==> src/design/wuf_pkg.sv <==
// Shared constants and memory request types for the weighted union-find unit.
package wuf_pkg;

  localparam int unsigned NUM_ELEMENTS = 128;
  localparam int unsigned IDX_W        = $clog2(NUM_ELEMENTS);
  localparam int unsigned SIZE_W       = $clog2(NUM_ELEMENTS + 1);
  localparam int unsigned ELEM_W       = 7;

  localparam logic KIND_UNION = 1'b0;
  localparam logic KIND_QUERY = 1'b1;

  typedef struct packed {
    logic             rd_en;
    logic [IDX_W-1:0] rd_addr;
    logic             wr_en;
    logic [IDX_W-1:0] wr_addr;
    logic [IDX_W-1:0] wr_data;
  } par_req_t;

  typedef struct packed {
    logic              rd_en;
    logic [IDX_W-1:0]  rd_addr;
    logic              wr_en;
    logic [IDX_W-1:0]  wr_addr;
    logic [SIZE_W-1:0] wr_data;
  } size_req_t;

endpackage

==> src/design/weighted_union_find_unit.sv <==
// Top level of the weighted union-find unit: stream ports, sequencer and tables.
//
// Disjoint-set engine over 128 elements. Each input word names two elements
// (elem_p, elem_q) and, in tuser, a kind: 0 joins their sets, 1 only tests
// them. Each word gives exactly one output word with same_set and the roots
// found for both elements before any linking.
// Both root searches do path halving in the parent table, p first, then q;
// a join links the root of the smaller tree under the larger one, q's root
// under p's root on a tie.
// Items are handled one at a time. Each halving step of either search is a parent
// read and a grandparent read through the one read port of the parent table,
// and linking two trees reads the size table for both roots, then writes back
// the sum. s_axis_tready_o is high while idle.
// Reset puts every element in a set of its own; per-entry valid bits make an
// unwritten entry read as its reset value, so no clearing pass is needed and
// the block takes words right after reset.
// The result sits in an output register; a new word is accepted while it
// waits, and the block stalls before writing the next result until the
// receiver has taken the previous one.
module weighted_union_find_unit (
  input  logic        clk_i,
  input  logic        rst_ni,
  input  logic        s_axis_tvalid_i,
  output logic        s_axis_tready_o,
  input  logic [15:0] s_axis_tdata_i,   // [6:0] elem_p, [13:7] elem_q, [15:14] zero
  input  logic        s_axis_tuser_i,   // [0] kind
  output logic        m_axis_tvalid_o,
  input  logic        m_axis_tready_i,
  output logic [15:0] m_axis_tdata_o    // [0] same_set, [7:1] root_p, [14:8] root_q, [15] zero
);

  wuf_pkg::par_req_t                 par_req;
  wuf_pkg::size_req_t                size_req;
  logic [wuf_pkg::IDX_W-1:0]         par_rd_data;
  logic [wuf_pkg::SIZE_W-1:0]        size_rd_data;
  logic                              same_set;
  logic [wuf_pkg::ELEM_W-1:0]        root_p;
  logic [wuf_pkg::ELEM_W-1:0]        root_q;

  wuf_ctrl u_ctrl (
    .clk_i          (clk_i),
    .rst_ni         (rst_ni),
    .in_valid_i     (s_axis_tvalid_i),
    .in_ready_o     (s_axis_tready_o),
    .kind_i         (s_axis_tuser_i),
    .elem_p_i       (s_axis_tdata_i[6:0]),
    .elem_q_i       (s_axis_tdata_i[13:7]),
    .out_valid_o    (m_axis_tvalid_o),
    .out_ready_i    (m_axis_tready_i),
    .same_set_o     (same_set),
    .root_p_o       (root_p),
    .root_q_o       (root_q),
    .par_req_o      (par_req),
    .par_rd_data_i  (par_rd_data),
    .size_req_o     (size_req),
    .size_rd_data_i (size_rd_data)
  );

  wuf_parent_mem u_parent_mem (
    .clk_i     (clk_i),
    .rst_ni    (rst_ni),
    .req_i     (par_req),
    .rd_data_o (par_rd_data)
  );

  wuf_size_mem u_size_mem (
    .clk_i     (clk_i),
    .rst_ni    (rst_ni),
    .req_i     (size_req),
    .rd_data_o (size_rd_data)
  );

  assign m_axis_tdata_o = {1'b0, root_q, root_p, same_set};

endmodule

==> src/design/wuf_parent_mem.sv <==
// Parent table: synchronous memory where an unwritten entry reads as its own index.
module wuf_parent_mem (
  input  logic                       clk_i,
  input  logic                       rst_ni,
  input  wuf_pkg::par_req_t          req_i,
  output logic [wuf_pkg::IDX_W-1:0]  rd_data_o
);

  logic [wuf_pkg::IDX_W-1:0] mem_q [wuf_pkg::NUM_ELEMENTS];
  logic [wuf_pkg::NUM_ELEMENTS-1:0] valid_q;
  logic [wuf_pkg::IDX_W-1:0] raw_q;
  logic [wuf_pkg::IDX_W-1:0] addr_q;
  logic                      hit_q;

  always_ff @(posedge clk_i) begin
    if (req_i.wr_en) begin
      mem_q[req_i.wr_addr] <= req_i.wr_data;
    end
    if (req_i.rd_en) begin
      raw_q  <= mem_q[req_i.rd_addr];
      addr_q <= req_i.rd_addr;
    end
  end

  always_ff @(posedge clk_i or negedge rst_ni) begin
    if (!rst_ni) begin
      valid_q <= '0;
      hit_q   <= 1'b0;
    end else begin
      if (req_i.wr_en) begin
        valid_q[req_i.wr_addr] <= 1'b1;
      end
      if (req_i.rd_en) begin
        hit_q <= valid_q[req_i.rd_addr];
      end
    end
  end

  // An entry never written is still a root of its own.
  assign rd_data_o = hit_q ? raw_q : addr_q;

endmodule

==> src/design/wuf_size_mem.sv <==
// Tree-size table: synchronous memory where an unwritten entry reads as one.
module wuf_size_mem (
  input  logic                        clk_i,
  input  logic                        rst_ni,
  input  wuf_pkg::size_req_t          req_i,
  output logic [wuf_pkg::SIZE_W-1:0]  rd_data_o
);

  logic [wuf_pkg::SIZE_W-1:0] mem_q [wuf_pkg::NUM_ELEMENTS];
  logic [wuf_pkg::NUM_ELEMENTS-1:0] valid_q;
  logic [wuf_pkg::SIZE_W-1:0] raw_q;
  logic                       hit_q;

  always_ff @(posedge clk_i) begin
    if (req_i.wr_en) begin
      mem_q[req_i.wr_addr] <= req_i.wr_data;
    end
    if (req_i.rd_en) begin
      raw_q <= mem_q[req_i.rd_addr];
    end
  end

  always_ff @(posedge clk_i or negedge rst_ni) begin
    if (!rst_ni) begin
      valid_q <= '0;
      hit_q   <= 1'b0;
    end else begin
      if (req_i.wr_en) begin
        valid_q[req_i.wr_addr] <= 1'b1;
      end
      if (req_i.rd_en) begin
        hit_q <= valid_q[req_i.rd_addr];
      end
    end
  end

  assign rd_data_o = hit_q ? raw_q : wuf_pkg::SIZE_W'(1);

endmodule

==> src/design/wuf_ctrl.sv <==
// Sequencer: root searches with path halving, weighted linking and the result register.
module wuf_ctrl (
  input  logic                        clk_i,
  input  logic                        rst_ni,
  input  logic                        in_valid_i,
  output logic                        in_ready_o,
  input  logic                        kind_i,
  input  logic [wuf_pkg::ELEM_W-1:0]  elem_p_i,
  input  logic [wuf_pkg::ELEM_W-1:0]  elem_q_i,
  output logic                        out_valid_o,
  input  logic                        out_ready_i,
  output logic                        same_set_o,
  output logic [wuf_pkg::ELEM_W-1:0]  root_p_o,
  output logic [wuf_pkg::ELEM_W-1:0]  root_q_o,
  output wuf_pkg::par_req_t           par_req_o,
  input  logic [wuf_pkg::IDX_W-1:0]   par_rd_data_i,
  output wuf_pkg::size_req_t          size_req_o,
  input  logic [wuf_pkg::SIZE_W-1:0]  size_rd_data_i
);

  typedef enum logic [5:0] {
    S_IDLE = 6'b000001,
    S_CHK  = 6'b000010,
    S_GP   = 6'b000100,
    S_SZP  = 6'b001000,
    S_LINK = 6'b010000,
    S_OUT  = 6'b100000
  } state_e;

  state_e                     state_q, state_d;
  logic                       kind_q, kind_d;
  logic                       phase_q, phase_d;
  logic [wuf_pkg::IDX_W-1:0]  cur_q, cur_d;
  logic [wuf_pkg::IDX_W-1:0]  eq_q, eq_d;
  logic [wuf_pkg::IDX_W-1:0]  rp_q, rp_d;
  logic [wuf_pkg::IDX_W-1:0]  rq_q, rq_d;
  logic [wuf_pkg::SIZE_W-1:0] szp_q, szp_d;
  logic                       out_valid_q, out_valid_d;
  logic                       same_q, same_d;
  logic [wuf_pkg::ELEM_W-1:0] orp_q, orp_d;
  logic [wuf_pkg::ELEM_W-1:0] orq_q, orq_d;
  logic [wuf_pkg::SIZE_W-1:0] size_sum;
  logic                       p_smaller;

  assign in_ready_o = (state_q == S_IDLE);
  assign size_sum   = szp_q + size_rd_data_i;
  assign p_smaller  = (szp_q < size_rd_data_i);

  always_comb begin
    state_d     = state_q;
    kind_d      = kind_q;
    phase_d     = phase_q;
    cur_d       = cur_q;
    eq_d        = eq_q;
    rp_d        = rp_q;
    rq_d        = rq_q;
    szp_d       = szp_q;
    out_valid_d = out_valid_q;
    same_d      = same_q;
    orp_d       = orp_q;
    orq_d       = orq_q;
    par_req_o   = '0;
    size_req_o  = '0;

    if (out_valid_q && out_ready_i) begin
      out_valid_d = 1'b0;
    end

    unique case (state_q)
      S_IDLE: begin
        if (in_valid_i) begin
          kind_d            = kind_i;
          phase_d           = 1'b0;
          cur_d             = wuf_pkg::IDX_W'(elem_p_i);
          eq_d              = wuf_pkg::IDX_W'(elem_q_i);
          par_req_o.rd_en   = 1'b1;
          par_req_o.rd_addr = wuf_pkg::IDX_W'(elem_p_i);
          state_d           = S_CHK;
        end
      end
      S_CHK: begin
        if (par_rd_data_i == cur_q) begin
          if (!phase_q) begin
            // Root of p found; start the search for q.
            rp_d              = cur_q;
            phase_d           = 1'b1;
            cur_d             = eq_q;
            par_req_o.rd_en   = 1'b1;
            par_req_o.rd_addr = eq_q;
          end else begin
            rq_d = cur_q;
            if (kind_q == wuf_pkg::KIND_UNION && rp_q != cur_q) begin
              size_req_o.rd_en   = 1'b1;
              size_req_o.rd_addr = rp_q;
              state_d            = S_SZP;
            end else begin
              state_d = S_OUT;
            end
          end
        end else begin
          par_req_o.rd_en   = 1'b1;
          par_req_o.rd_addr = par_rd_data_i;
          state_d           = S_GP;
        end
      end
      S_GP: begin
        // Point the current entry at its grandparent and step there.
        par_req_o.wr_en   = 1'b1;
        par_req_o.wr_addr = cur_q;
        par_req_o.wr_data = par_rd_data_i;
        par_req_o.rd_en   = 1'b1;
        par_req_o.rd_addr = par_rd_data_i;
        cur_d             = par_rd_data_i;
        state_d           = S_CHK;
      end
      S_SZP: begin
        szp_d              = size_rd_data_i;
        size_req_o.rd_en   = 1'b1;
        size_req_o.rd_addr = rq_q;
        state_d            = S_LINK;
      end
      S_LINK: begin
        par_req_o.wr_en    = 1'b1;
        size_req_o.wr_en   = 1'b1;
        size_req_o.wr_data = size_sum;
        if (p_smaller) begin
          par_req_o.wr_addr  = rp_q;
          par_req_o.wr_data  = rq_q;
          size_req_o.wr_addr = rq_q;
        end else begin
          par_req_o.wr_addr  = rq_q;
          par_req_o.wr_data  = rp_q;
          size_req_o.wr_addr = rp_q;
        end
        state_d = S_OUT;
      end
      S_OUT: begin
        if (!out_valid_q || out_ready_i) begin
          out_valid_d = 1'b1;
          same_d      = (rp_q == rq_q);
          orp_d       = wuf_pkg::ELEM_W'(rp_q);
          orq_d       = wuf_pkg::ELEM_W'(rq_q);
          state_d     = S_IDLE;
        end
      end
      default: state_d = S_IDLE;
    endcase
  end

  always_ff @(posedge clk_i or negedge rst_ni) begin
    if (!rst_ni) begin
      state_q     <= S_IDLE;
      out_valid_q <= 1'b0;
    end else begin
      state_q     <= state_d;
      out_valid_q <= out_valid_d;
    end
  end

  always_ff @(posedge clk_i) begin
    kind_q  <= kind_d;
    phase_q <= phase_d;
    cur_q   <= cur_d;
    eq_q    <= eq_d;
    rp_q    <= rp_d;
    rq_q    <= rq_d;
    szp_q   <= szp_d;
    same_q  <= same_d;
    orp_q   <= orp_d;
    orq_q   <= orq_d;
  end

  assign out_valid_o = out_valid_q;
  assign same_set_o  = same_q;
  assign root_p_o    = orp_q;
  assign root_q_o    = orq_q;

endmodule

==> config.mk <==
export PLATFORM = sky130hd
export DESIGN_NAME = weighted_union_find_unit
export DESIGN_NICKNAME = d
export VERILOG_FILES = /design/src/design/wuf_pkg.sv /design/src/design/weighted_union_find_unit.sv /design/src/design/wuf_parent_mem.sv /design/src/design/wuf_size_mem.sv /design/src/design/wuf_ctrl.sv
export SDC_FILE = /design/constraint.sdc
export NUM_CORES = 2
export LEC_CHECK = 0
export BUFFER_PORTS_ARGS = -buffer_cell sky130_fd_sc_hd__buf_2
export CAP_MARGIN = 30
export CORE_MARGIN = 5
export CORE_UTILIZATION = 40
export DETAILED_ROUTE_END_ITERATION = 7
export GPL_TIMING_DRIVEN = 1
export HOLD_SLACK_MARGIN = 0.1
export PLACE_DENSITY = 0.61
export SLEW_MARGIN = 20
export SYNTH_ARGS = -nofsm -noshare
export SYNTH_HDL_FRONTEND = slang
export SYNTH_HIERARCHICAL = 1
export SYNTH_SLANG_ARGS = --single-unit
==> constraint.sdc <==
create_clock -name clk_i -period 6.31 [get_ports clk_i]
set_input_delay 0.631 -clock clk_i [delete_from_list [all_inputs] [get_ports clk_i]]
set_output_delay 0.631 -clock clk_i [all_outputs]
set_load 0.01 [all_outputs]
==> results.md <==
* H-tree levels at 4
* Dpl cells at 7270
* R2R depth at 13
* Fin. max-slew vios at 0
* Routability cong. at 0.827
* Final Util at 45.9%
* Max-cap violations at 0
* Vias in the first global route at 43600
* # nets final at 4568
* Top cell type's share of synthesized area at 67.2%
* Transition time of the tightest slew-check pin at 0.997 ns
* Flops & latches, synth at 2260
* Avg Inst Size Synth at 21.0 um2
* Die span in x at 482 um
* Area Growth Syn to Fin at 14.2%
* Cell repeated most along the worst path: mux4_2
* Inserted Clock Buffers at 210
* First-pass GRT wire length at 310000 um
* DRT Pass-1 Iters at 7
* ANT nets after route at 0
* Req. time, crit path at 6.86 ns
* Max FO, Critical Path at 39
* Syn. warnings at 6
* Post-CTS Setup Inserts at 0
* Crit-path slowest cell: mux4_2
* Hold path startpoint: m_axis_tready_i
* Core Region at 222000 um2
* I/O pins at 39
* Share of flip-flops with an asynchronous set or reset at 11.7%
* Metal2 WL at 106000 um
* Root buf cell: clkbuf_16
* Placed Area at 94400 um2
* Max_slew headroom at 33.5%
* Primary FF master, synth: edfxtp_1
* EDFF count, synth at 1995
* Top post-synthesis cells by count: edfxtp_1 (1995), mux4_2 (658), nor2_1 (292)
* Fin cells at 7701
* Hpwl dp at 133000 um
* Worst min path class: input port to flip-flop
* Layout fillers at 18600
* Final Cell Area at 102000 um2
* Top sig layer: met4
* Status: completed
* Worst R2R Start: u_parent_mem/hit_q
* Critical path type: flip-flop to flip-flop
* Initial core utilization at 40.1%
* Vias per inst at 5.55
* Switch share at 24.4%
* Min-Delay Endpoint: u_ctrl/out_valid_o
* Routed vias at 42800
* DR WL/cell at 27.4 um
* Ranking of synthesized cells by area: edfxtp_1 (67%), mux4_2 (17%), dfrtp_1 (7.4%)
* Clk network pwr share at 37.4%
* Die area at 232000 um2
* PD cells at 340 nW/um2
* CTS tree: done
* Most frequent cell after synthesis: edfxtp_1
* Mapped Area at 89200 um2
* WHS Path Cells at 4
* Combinational share of power at 14.9%
* Max incr delay on CP at 0.58 ns
* Die height at 482 um
* Gr ovfl total at 0
* Final WL at 211000 um
* Critical path endpoint category: flip-flop
* Final setup viols at 0
* RSZ-0062 raised after global routing: no
* Total internal power at 26.2 mW
* M1 wire length at 88400 um
* Post-synthesis sequential area ratio at 74.6%
* Seq pwr share at 47.7%
* FF-to-FF End: u_parent_mem/raw_q[6]
* Critical-path cell list: mux2_2 > xor2_1 > nor4_2 > nand4_2 > nor3_2 > a22oi_1 > nand2_4 > buf_12 > mux4_2 > mux4_2 > mux4_2 > nor2b_1 > a21oi_1
* Switch Pwr at 8.45 mW
* Cells after Synth at 4237
* Post-route DRC at 0
* Final Hold Viols at 0
* Worst-path clk slew at 0.06 ns
* Lkg Pwr at 30.2 nW
* Layout cell share with drive strength beyond 1 at 33.5%
* Biggest area consumer among synthesized cells: edfxtp_1
* DRT iter0 DRCs at 3834
* Cell row count at 173
* Met3 routed WL at 11900 um
* Number of clock sinks at 2260
* Buffers on Ports at 35
* Worst skew pair latency at 0.82 ns
* Gr usage total at 18.1%
* R2R Setup Slk at 0.83 ns
* Clock skew at 0.0191 ns
* Largest net degree at the start of global routing at 123
* Syn Nets at 4274
* Max VDD drop at 0.000279 V
* CTS Buffer Depth at 3
* Minimum clock period at 5.48 ns
* FMAX at 182 MHz
* Cell variety after synth at 70
* Final Cycle Share at 86.9%
* Antenna violations before repair at 1
* Crit path launch type: flip-flop
* Crit path arrival time at 6.03 ns
* TNS Setup at 0 ns
-- stage by stage --
stage	setup slack, ns	hold slack, ns	total power, mW
2_1_floorplan	0.891	0.335	20.3
3_3_place_gp	0.851	0.443	22.0
3_5_place_dp	0.742	0.447	22.1
4_1_cts	0.740	0.266	35.0
5_1_grt	0.528	0.265	35.9
6_report	0.829	0.294	34.7
-- power by group through the flow --
stage / sequential [mW] / clock, mW / combinational (mW)
after floorplan: 16.8 / 0 / 3.48
after detailed placement: 16.8 / 0 / 5.22
after CTS: 16.5 / 13.2 / 5.25
after global routing: 16.5 / 13.9 / 5.46
final: 16.5 / 13.0 / 5.18
after global placement: 16.8 / 0 / 5.17
-- metal layers --
| metal | track usage (%) | vias up |
|---|---|---|
| li1 | - | 17900 |
| met4 | 4.36 | 0 |
| met3 | 2.76 | 252 |
| met1 | 25.5 | 23200 |
| met2 | 30.0 | 1375 |
| met5 | 0 | - |
-- layout by cell type, fill, tap and decap left out, types with 26 or more instances in the layout --
cell type / n
edfxtp_1: 1995
nand3_1: 29
mux2i_1: 61
a21oi_1: 29
or2_2: 256
buf_2: 34
nor2_1: 285
clkinv_2: 36
dfrtp_1: 264
nor2b_1: 35
inv_1: 26
a22oi_1: 31
clkbuf_16: 213
nand2_1: 61
clkbuf_1: 48
clkbuf_8: 31
mux4_2: 658
buf_12: 33
buf_4: 212
clkinv_1: 26
-- layout make-up --
cell class	count	area (um2)	area share, %
Multi-Input combinational cell	1727	21500	21.1
Timing Repair Buffer	304	2800	2.75
Inverter	28	105	0.103
Tap cell	2975	3720	3.65
Clock buffer	292	5940	5.83
Clock inverter	106	1190	1.17
Antenna cell	9	22.5	0.0221
Sequential cell	2260	66500	65.3
-- worst max path at each step --
stage / start / endpoint / slack (ns) / cells past startpoint
floorplan: u_size_mem/hit_q / u_size_mem/mem_q[0][5] / 0.89 / 9
global route: u_parent_mem/hit_q / u_parent_mem/raw_q[6] / 0.53 / 13
detailed placement: u_parent_mem/hit_q / u_parent_mem/raw_q[6] / 0.74 / 13
global placement: u_parent_mem/hit_q / u_parent_mem/raw_q[6] / 0.85 / 13
finish: u_parent_mem/hit_q / u_parent_mem/raw_q[6] / 0.83 / 13
CTS: u_parent_mem/hit_q / u_parent_mem/raw_q[6] / 0.74 / 13
-- critical path, delay by kind of cell, from the launching register on --
family	cells	cell delay (ns)
flops	1	0.47
xor+xnor	1	0.20
mux	4	2.04
compound gates	2	0.33
simple gates	5	1.75
buf+inv	1	0.32
-- sequential cells by signal, indices dropped and copies added (netlist names), 8 cells and up --
signal,count
u_parent_mem/mem_q,896
u_size_mem/mem_q,1024
u_size_mem/valid_q,128
u_size_mem/raw_q,8
u_ctrl/szp_q,8
u_parent_mem/valid_q,128
-- repair_timing --
action	4_1_cts	5_1_grt
endpoints found under the hold margin	75	0
gates resized for setup	0	0
hold buffers	17	0
endpoints found under the setup margin	0	0
-- cell families (layout without fill, tap and decap cells) --
group / after synthesis / after routing / synth area share [%]
mux: 734 / 734 / 17.5
simple gates: 773 / 773 / 4.47
buf+inv: 250 / 730 / 1.44
compound gates: 176 / 176 / 1.47
other cells: 1 / 10 / 0.00421
flops: 2260 / 2260 / 74.6
fa+ha+maj: 16 / 16 / 0.233
xor+xnor: 27 / 27 / 0.265
(Power assumes the default switching activity.)
